## src/design/lmss_pkg.sv

```systemverilog
`timescale 1ns / 1ps
`default_nettype none
// Shared types and constants for the scrolling LED matrix scanner.
// No dependencies; imported by lmss_line_store and led_matrix_scroll_scanner_core.

package lmss_pkg;

    localparam int COLUMNS            = 8;
    localparam int COL_W              = 3;
    localparam int BYTE_W             = 8;
    localparam int MAX_LINE           = 256;
    localparam int LEN_W              = 9;
    localparam int CFG_IDX_W          = 3;
    localparam int DEFAULT_LINE_DEPTH = 256;
    localparam int INIT_SPEED         = 10;

    // config reset values
    localparam logic [LEN_W-1:0]  RST_LINE_LENGTH = 9'd8;
    localparam logic              RST_PAGE_MODE   = 1'b0;
    localparam logic [BYTE_W-1:0] RST_SPEED_MIN   = 8'd1;
    localparam logic [BYTE_W-1:0] RST_SPEED_MAX   = 8'd50;
    localparam logic [BYTE_W-1:0] RST_SPEED_STEP  = 8'd1;
    localparam logic              RST_ACT_LEVEL   = 1'b0;

    typedef enum logic [1:0] {
        OP_TICK  = 2'd0,
        OP_LOAD  = 2'd1,
        OP_SPEED = 2'd2,
        OP_RUN   = 2'd3
    } op_t;

    typedef enum logic [CFG_IDX_W-1:0] {
        CFG_LINE_LENGTH = 3'd0,
        CFG_PAGE_MODE   = 3'd1,
        CFG_SPEED_MIN   = 3'd2,
        CFG_SPEED_MAX   = 3'd3,
        CFG_SPEED_STEP  = 3'd4,
        CFG_ACT_LEVEL   = 3'd5
    } cfg_idx_t;

    // data codes of speed and run state commands
    localparam logic [BYTE_W-1:0] SPD_DEC    = 8'd0;
    localparam logic [BYTE_W-1:0] SPD_INC    = 8'd1;
    localparam logic [BYTE_W-1:0] RUN_STOP   = 8'd0;
    localparam logic [BYTE_W-1:0] RUN_RESUME = 8'd1;

endpackage

`default_nettype wire

```

## src/design/led_matrix_scroll_scanner_core.sv

```systemverilog
`timescale 1ns / 1ps
`default_nettype none
// Scrolling 8x8 LED matrix column-multiplex scanner, top level.
// Depends on lmss_pkg and lmss_line_store.
//
// Input channel (in_valid/in_ready) carries op, address, data. Every input beat
// yields exactly one output beat (out_valid/out_ready), in order. A tick beat
// drives one column with the row byte read from the line store; load, speed
// and run state beats return a blank result carrying the current scroll base.
// Config port (cfg_valid/cfg_ready, cfg_index, cfg_data) is always ready and
// must only be written while the block is idle.
//
// An accepted beat passes through the read stage, which holds the synchronous
// line store read, and then the output register. One beat is accepted per
// cycle while the output is drained. A stalled output stops the input only
// once both the read stage and the output register are full. Reset clears the
// scan counters, the scroll base and the run state and loads the default speed
// and config; the line store is not cleared and reads of never-written
// entries are undefined.

module led_matrix_scroll_scanner_core
    import lmss_pkg::*;
#(
    parameter int LINE_DEPTH = DEFAULT_LINE_DEPTH
)
(
    input  wire logic                 clk,
    input  wire logic                 rst_n,
    input  wire logic                 in_valid,
    output logic                      in_ready,
    input  wire logic [1:0]           op,
    input  wire logic [BYTE_W-1:0]    address,
    input  wire logic [BYTE_W-1:0]    data,
    output logic                      out_valid,
    input  wire logic                 out_ready,
    output logic                      column_enable,
    output logic      [COL_W-1:0]     column_select,
    output logic                      column_level,
    output logic      [BYTE_W-1:0]    row_bits,
    output logic      [BYTE_W-1:0]    scroll_position,
    output logic                      sequence_done,
    input  wire logic                 cfg_valid,
    output logic                      cfg_ready,
    input  wire logic [CFG_IDX_W-1:0] cfg_index,
    input  wire logic [LEN_W-1:0]     cfg_data
);

    localparam int MEM_DEPTH = (LINE_DEPTH < MAX_LINE) ? LINE_DEPTH : MAX_LINE;
    localparam int AW        = $clog2(MEM_DEPTH);
    localparam int IDX_W     = BYTE_W + COL_W;   // page base * 8 + column

    // config registers
    logic [LEN_W-1:0]  line_length_reg;
    logic              page_mode_reg;
    logic [BYTE_W-1:0] speed_min_reg;
    logic [BYTE_W-1:0] speed_max_reg;
    logic [BYTE_W-1:0] speed_step_reg;
    logic              act_level_reg;

    // scan state
    logic [BYTE_W-1:0] base_reg,  base_next;
    logic [COL_W-1:0]  col_reg,   col_next;
    logic [BYTE_W-1:0] frame_reg, frame_next;
    logic [BYTE_W-1:0] speed_reg, speed_next;
    logic              paused_reg, paused_next;

    // read stage
    logic              s1_valid_reg;
    logic              s1_en_reg;
    logic [COL_W-1:0]  s1_sel_reg;
    logic              s1_level_reg;
    logic [BYTE_W-1:0] s1_pos_reg;
    logic              s1_done_reg;
    logic              s1_hit_reg;

    // output register
    logic              out_valid_reg;
    logic              out_en_reg;
    logic [COL_W-1:0]  out_sel_reg;
    logic              out_level_reg;
    logic [BYTE_W-1:0] out_row_reg;
    logic [BYTE_W-1:0] out_pos_reg;
    logic              out_done_reg;

    op_t               op_in;
    logic              in_accept;
    logic              is_tick;
    logic              s1_move;
    logic [LEN_W-1:0]  eff_len;
    logic [LEN_W-1:0]  positions;
    logic [IDX_W-1:0]  start_idx;
    logic [IDX_W-1:0]  col_idx;
    logic              in_range;
    logic [BYTE_W-1:0] speed_eff;
    logic [BYTE_W:0]   frame_inc;
    logic [BYTE_W:0]   base_inc;
    logic [BYTE_W:0]   speed_sum;
    logic              done_next;
    logic              load_en;
    logic [BYTE_W-1:0] rd_data;

    assign op_in     = op_t'(op);
    assign in_accept = in_valid && in_ready;
    assign is_tick   = (op_in == OP_TICK);
    assign s1_move   = s1_valid_reg && (!out_valid_reg || out_ready);
    assign in_ready  = !s1_valid_reg || !out_valid_reg || out_ready;
    assign cfg_ready = 1'b1;

    always_ff @(posedge clk or negedge rst_n)
    begin
        if (!rst_n)
        begin
            line_length_reg <= RST_LINE_LENGTH;
            page_mode_reg   <= RST_PAGE_MODE;
            speed_min_reg   <= RST_SPEED_MIN;
            speed_max_reg   <= RST_SPEED_MAX;
            speed_step_reg  <= RST_SPEED_STEP;
            act_level_reg   <= RST_ACT_LEVEL;
        end
        else if (cfg_valid)
        begin
            case (cfg_idx_t'(cfg_index))
                CFG_LINE_LENGTH: line_length_reg <= cfg_data;
                CFG_PAGE_MODE:   page_mode_reg   <= cfg_data[0];
                CFG_SPEED_MIN:   speed_min_reg   <= cfg_data[BYTE_W-1:0];
                CFG_SPEED_MAX:   speed_max_reg   <= cfg_data[BYTE_W-1:0];
                CFG_SPEED_STEP:  speed_step_reg  <= cfg_data[BYTE_W-1:0];
                CFG_ACT_LEVEL:   act_level_reg   <= cfg_data[0];
                default:         ;
            endcase
        end
    end

    // column address and frame bookkeeping
    always_comb
    begin
        if (line_length_reg == '0)
            eff_len = LEN_W'(1);
        else if (line_length_reg > LEN_W'(MAX_LINE))
            eff_len = LEN_W'(MAX_LINE);
        else
            eff_len = line_length_reg;

        // pages = ceil(len / 8); len + 7 still fits in LEN_W bits
        positions = page_mode_reg ? ((eff_len + LEN_W'(COLUMNS - 1)) >> COL_W) : eff_len;

        start_idx = page_mode_reg ? {base_reg, {COL_W{1'b0}}}
                                  : {{COL_W{1'b0}}, base_reg};
        col_idx   = start_idx + {{BYTE_W{1'b0}}, col_reg};
        in_range  = (col_idx < IDX_W'(eff_len)) && (32'(col_idx) < LINE_DEPTH);

        speed_eff = (speed_reg == '0) ? BYTE_W'(1) : speed_reg;
        frame_inc = {1'b0, frame_reg} + (BYTE_W+1)'(1);
        base_inc  = {1'b0, base_reg} + (BYTE_W+1)'(1);
        speed_sum = {1'b0, speed_reg} + {1'b0, speed_step_reg};
    end

    always_comb
    begin
        base_next   = base_reg;
        col_next    = col_reg;
        frame_next  = frame_reg;
        speed_next  = speed_reg;
        paused_next = paused_reg;
        done_next   = 1'b0;

        if (in_accept)
        begin
            case (op_in)
                OP_TICK:
                begin
                    col_next = col_reg + COL_W'(1);
                    if (col_reg == COL_W'(COLUMNS - 1))
                    begin
                        if (frame_inc >= {1'b0, speed_eff})
                        begin
                            frame_next = '0;
                            if (!paused_reg)
                            begin
                                if (base_inc >= positions)
                                begin
                                    base_next = '0;
                                    done_next = 1'b1;
                                end
                                else
                                begin
                                    base_next = base_inc[BYTE_W-1:0];
                                end
                            end
                        end
                        else
                        begin
                            frame_next = frame_inc[BYTE_W-1:0];
                        end
                    end
                end
                OP_SPEED:
                begin
                    if (data == SPD_DEC)
                    begin
                        if (speed_reg > speed_min_reg)
                            speed_next = (speed_reg > speed_step_reg)
                                       ? (speed_reg - speed_step_reg) : '0;
                    end
                    else if (data == SPD_INC)
                    begin
                        if (speed_reg < speed_max_reg)
                            speed_next = speed_sum[BYTE_W] ? '1 : speed_sum[BYTE_W-1:0];
                    end
                end
                OP_RUN:
                begin
                    if (data == RUN_STOP)
                        paused_next = 1'b1;
                    else if (data == RUN_RESUME)
                        paused_next = 1'b0;
                end
                default: ;
            endcase
        end
    end

    always_ff @(posedge clk or negedge rst_n)
    begin
        if (!rst_n)
        begin
            base_reg   <= '0;
            col_reg    <= '0;
            frame_reg  <= '0;
            speed_reg  <= BYTE_W'(INIT_SPEED);
            paused_reg <= 1'b0;
        end
        else
        begin
            base_reg   <= base_next;
            col_reg    <= col_next;
            frame_reg  <= frame_next;
            speed_reg  <= speed_next;
            paused_reg <= paused_next;
        end
    end

    // A load writes at its accept edge, so a tick accepted next cycle sees it.
    assign load_en = in_accept && (op_in == OP_LOAD) && (32'(address) < LINE_DEPTH);

    lmss_line_store #(
        .DEPTH (MEM_DEPTH),
        .AW    (AW)
    ) u_line_store (
        .clk     (clk),
        .wr_en   (load_en),
        .wr_addr (address[AW-1:0]),
        .wr_data (data),
        .rd_en   (in_accept && is_tick),
        .rd_addr (col_idx[AW-1:0]),
        .rd_data (rd_data)
    );

    // read stage and output register
    always_ff @(posedge clk or negedge rst_n)
    begin
        if (!rst_n)
        begin
            s1_valid_reg  <= 1'b0;
            out_valid_reg <= 1'b0;
        end
        else
        begin
            if (in_accept)
                s1_valid_reg <= 1'b1;
            else if (s1_move)
                s1_valid_reg <= 1'b0;

            if (s1_move)
                out_valid_reg <= 1'b1;
            else if (out_ready)
                out_valid_reg <= 1'b0;
        end
    end

    always_ff @(posedge clk)
    begin
        if (in_accept)
        begin
            s1_en_reg    <= is_tick;
            s1_sel_reg   <= is_tick ? col_reg : '0;
            s1_level_reg <= is_tick ? act_level_reg : !act_level_reg;
            s1_pos_reg   <= base_reg;
            s1_done_reg  <= done_next;
            s1_hit_reg   <= is_tick && in_range;
        end
        if (s1_move)
        begin
            out_en_reg    <= s1_en_reg;
            out_sel_reg   <= s1_sel_reg;
            out_level_reg <= s1_level_reg;
            out_row_reg   <= s1_hit_reg ? rd_data : '0;
            out_pos_reg   <= s1_pos_reg;
            out_done_reg  <= s1_done_reg;
        end
    end

    assign out_valid       = out_valid_reg;
    assign column_enable   = out_en_reg;
    assign column_select   = out_sel_reg;
    assign column_level    = out_level_reg;
    assign row_bits        = out_row_reg;
    assign scroll_position = out_pos_reg;
    assign sequence_done   = out_done_reg;

    // checks
    a_done_on_last_col: assert property (@(posedge clk) disable iff (!rst_n)
        out_valid && sequence_done |-> column_enable && column_select == COL_W'(COLUMNS - 1))
        else $error("wrap flagged off the last column of a frame");

    a_blank_non_tick: assert property (@(posedge clk) disable iff (!rst_n)
        out_valid && !column_enable |-> row_bits == '0 && column_select == '0)
        else $error("non-tick result carries column data");

    a_col_advance: assert property (@(posedge clk) disable iff (!rst_n)
        in_accept && is_tick |=> col_reg == COL_W'($past(col_reg) + COL_W'(1)))
        else $error("column counter did not advance on tick");

    a_hold_non_tick: assert property (@(posedge clk) disable iff (!rst_n)
        in_accept && !is_tick |=> $stable(col_reg) && $stable(frame_reg) && $stable(base_reg))
        else $error("scan state moved on a non-tick beat");

endmodule

`default_nettype wire

```

## src/design/lmss_line_store.sv

```systemverilog
`timescale 1ns / 1ps
`default_nettype none
// Message line store: one write port, one registered read port.
// Depends on lmss_pkg.

module lmss_line_store
    import lmss_pkg::*;
#(
    parameter int DEPTH = DEFAULT_LINE_DEPTH,
    parameter int AW    = $clog2(DEFAULT_LINE_DEPTH)
)
(
    input  wire logic              clk,
    input  wire logic              wr_en,
    input  wire logic [AW-1:0]     wr_addr,
    input  wire logic [BYTE_W-1:0] wr_data,
    input  wire logic              rd_en,
    input  wire logic [AW-1:0]     rd_addr,
    output logic      [BYTE_W-1:0] rd_data
);

    logic [BYTE_W-1:0] mem [DEPTH];
    logic [BYTE_W-1:0] rd_data_reg;

    always_ff @(posedge clk)
    begin
        if (wr_en)
        begin
            mem[wr_addr] <= wr_data;
        end
    end

    // read data holds while rd_en is low, so a stalled beat keeps its byte
    always_ff @(posedge clk)
    begin
        if (rd_en)
        begin
            rd_data_reg <= mem[rd_addr];
        end
    end

    assign rd_data = rd_data_reg;

endmodule

`default_nettype wire

```

## config.mk

```make
export PLATFORM = sky130hd
export DESIGN_NAME = led_matrix_scroll_scanner_core
export DESIGN_NICKNAME = d
export VERILOG_FILES = /design/src/design/lmss_pkg.sv /design/src/design/led_matrix_scroll_scanner_core.sv /design/src/design/lmss_line_store.sv
export SDC_FILE = /design/constraint.sdc
export NUM_CORES = 2
export LEC_CHECK = 0
export ABC_AREA = 1
export CAP_MARGIN = 20
export CORE_AREA = 3 3 438 526
export DETAILED_ROUTE_END_ITERATION = 16
export DIE_AREA = 0 0 441 529
export DONT_BUFFER_PORTS = 1
export GPL_TIMING_DRIVEN = 1
export PLACE_DENSITY = 0.53
export SLEW_MARGIN = 10
export SYNTH_ARGS = -nofsm -noshare
export SYNTH_HDL_FRONTEND = slang
export SYNTH_HIERARCHICAL = 1
export SYNTH_SLANG_ARGS = --single-unit
export TNS_END_PERCENT = 30
```

## constraint.sdc

```tcl
create_clock -name clk -period 7.5 [get_ports clk]
set_clock_uncertainty 0.1 [all_clocks]
set_input_delay 1.125 -clock clk [delete_from_list [all_inputs] [get_ports clk]]
set_output_delay 1.125 -clock clk [all_outputs]
set_load 0.01 [all_outputs]
```

==> metrics.txt <==
max reg flops=2048; critical path class=flip-flop to flip-flop; RSZ-0062 raised after global routing=no; Setup Buffers After CTS=0; Total Negative Setup Slacks=0 ns; Simple-Gate Fraction of Synth Area=23.13%; Net Count, Synth=a little under 8000; adder-cell share of the synthesized area=less than 1%; Seq pwr share=a little over a third; final setup fails=0; Synth Area in XOR/XNOR=less than 1%; CTS resizes=0; fin crit period=around 5.6 ns; Initial DRT Pass Iterations=6; hold-fix buffer count after cts=2; Max H-tree Level=4; count of final hold-check violations=0; DRC viols=0; Tot Pwr=38.03 mW; Sw Ratio=about two fifths; CTS tree=yes; clk sink count=roughly 2200; main combinational cell family by area after synthesis=simple AND/OR/NAND/NOR gates; Worst EP arrival=6.11 ns; core box area=between 200000 and 250000 sq um; Mapped Cells=about 8000; final non-filler cell total=roughly 11000; clk buf depth=3; Synth Register Bits=between 2000 and 2500; CTS Buf Count=slightly above 200; Syn-to-layout area delta=9.399%; Post-DP HPWL=135800 um; Synthesis Warnings=6; HP Class=primary input to flip-flop; Worst Path Max Fanout=a little under 70; MaxCap Viol Count=0; final net count=about 7700; Yosys cell types=49; Fillers=between 20000 and 25000; CP endpoint kind=flip-flop; Fmax=~0.18 GHz; Placer Congestion=between 0.8 and 0.9; die area=about 230000 sq um; Place WS=1.984 ns; mux contribution to synthesized area=0%; DRT Wirelength=around 260000 um; GRT Util Overall=~22%; sequential area share after synthesis=71.55%; GR Overflow Total=0; outcome=complete, no violations; Cell Area, Synth=between 90000 and 100000 sq um; Synth Area per Inst=roughly 11 sq um; fin worst setup slack=approximately 1.9 ns; die height=529 um; first-pass GRT wire length=approximately 380000 um; asr flop ratio synth=between 3 and 4%; initial antenna violation count=7; Ports=60; Int Power=roughly 23 mW; Compound-Gate Fraction of Synth Area=0.6830%; critical path data required time=approximately 8.0 ns; Clock transition at path regs=roughly 0.070 ns; Max IR drop VDD=about 0.50 mV; relative slew slack=between 10% and 20%; clock root cell=clkbuf_16; clock latency on the worst-skew pair=0.86 ns; share of cells above drive strength 1=between 4 and 5%; vias per inst=about 5.5; Die W=441 um; row cnt=about 190; number of DRC markers in iteration 0=~5500; placed cells=about 10000; Final Slew Violations=0; predominant post-synthesis flop cell=edfxtp_1; switching component of the power=approximately 15 mW; startpoint types=flip-flop; number of synthesized flops with an enable pin=roughly 2100; pwr/cell area=a little under 400 nW/um^2; Tcrit/Tclk final=74.83%; wire length per cell=between 20 and 25 um; Worst-Margin Slew=between 1 and 1.5 ns; clock power share=between 20% and 30%; Vias=between 50000 and 60000; Comb power frac=38.3%; PortBufs=0; Final ANT Viol Nets=0; initial core utilization=between 30 and 40%; Leak=34.47 nW; vias in the first global route=56850; final hold slack=between 0.2 and 0.3 ns; largest net degree at the start of global routing=~260
==> area by class of cell <==
type	count	area (sq um)	area share (%)
clock inverter	113	875.8	0.8882
antenna	3	7.507	0.007613
timing repair buffer	62	725.7	0.7360
clock buffer	268	5534	5.612
tap	2991	3742	3.795
multi-input combinational	5027	22570	22.89
sequential	2158	64490	65.40
inverter	165	660.6	0.6700
==> routing by layer <==
| metal | share of wire (%) | GRT usage (%) | vias up | wire, um |
|---|---|---|---|---|
| met5 | 0.018 | 0 | - | 46 |
| met4 | 3.4 | 7.439 | 6 | 8771 |
| met3 | 6.4 | 3.633 | 399 | 16460 |
| met2 | 48 | 35.87 | 1900 | 124800 |
| met1 | 42 | 29.24 | 29400 | 107500 |
| li1 | - | - | 27170 | - |
==> cell usage in the layout (no fill, tap or decap), types with 12 or more instances in the layout <==
cell type,Yosys,final
nand2_1,2376,2368
buf_12,0,19
clkinv_1,1,54
o21ai_0,44,44
dfrtp_1,57,57
a21oi_1,36,35
inv_1,159,154
nand3_1,2069,2069
clkbuf_16,0,211
nor2_1,342,341
ha_1,63,62
nand4_1,13,13
xor2_1,13,12
clkbuf_1,119,53
edfxtp_1,2093,2093
clkinv_2,0,30
buf_4,47,41
==> path summary, 6_finish.rpt <==
check                                                     end                       from  cells past startpoint  slack, ns
max                         u_line_store/rd_data[0]$_DFFE_PP_  page_mode_reg$_DFFE_PN0P_                     14       1.89
min                        u_line_store/mem[101][0]$_DFFE_PP_                    data[0]                      0       0.30
max reg2reg                 u_line_store/rd_data[0]$_DFFE_PP_  page_mode_reg$_DFFE_PN0P_                     14       1.89
min reg2reg                      scroll_position[5]$_DFFE_PP_    s1_pos_reg[5]$_DFFE_PP_                      0       0.31
max in group asynchronous        speed_max_reg[5]$_DFFE_PN1P_                      rst_n                      2       6.25
min in group asynchronous              col_reg[2]$_DFFE_PN0P_                      rst_n                      2       0.71
==> per-stage QoR <==
stage                     utilization (%)  area [sq um]
after floorplan                         -         90130
after global placement              40.80         92140
after detailed placement            40.80         92140
after CTS                           43.66         98590
after global routing                43.66         98600
final                               43.66         98600
==> logic make-up (layout without fill, tap and decap cells) <==
kind of cell	Yosys count	after routing
buffers and inverters	664	608
and+or+nand+nor	4830	4830
other	1	4
xor gates and xnor gates	20	20
DFF	2158	2158
adders and majority gates	66	66
AOI/OAI and AO/OA	110	110
==> critical path: stages (launching register included) <==
cell,delay [ns]
dfrtp_1,0.80
nor2_1,0.13
ha_1,0.36
inv_1,0.06
o21ai_0,0.73
xor2_4,0.44
inv_4,0.80
buf_12,0.34
nand3_1,0.24
nand3_1,0.18
nand3_1,0.17
nand3_1,0.33
nand2_1,0.23
nand2_1,0.12
nand2_1,0.07
==> cells in the mapped netlist, drive strengths merged, types with 2 or more instances <==
cell / n / area share, %
nand2: 2379 / 9.9
edfxtp: 2093 / 70
nand3: 2071 / 12
buf: 380 / 2.3
nor2: 348 / 1.5
inv: 164 / 0.69
clkbuf: 119 / 0.50
ha: 63 / 0.87
dfrtp: 57 / 1.6
o21ai: 54 / 0.32
a21oi: 38 / 0.22
nand4: 13 / 0.090
xor2: 13 / 0.13
nor3: 10 / 0.072
dfstp: 8 / 0.23
xnor2: 7 / 0.068
o21a: 4 / 0.033
fa: 3 / 0.067
nand3b: 3 / 0.025
o211ai: 3 / 0.025
a211oi: 2 / 0.017
a31oi: 2 / 0.014
and2: 2 / 0.014
o21bai: 2 / 0.017
o22ai: 2 / 0.014
==> power by group through the flow <==
stage | registers (mW) | clock network [mW] | logic (mW)
finish | 13.4 | 10.0 | 14.6
global route | 13.4 | 10.7 | 15.9
CTS | 13.4 | 10.3 | 14.5
detailed placement | 13.7 | 0 | 14.5
global placement | 13.7 | 0 | 14.5
floorplan | 13.6 | 0 | 9.86
Note: power is estimated with default switching activity, not from simulation.
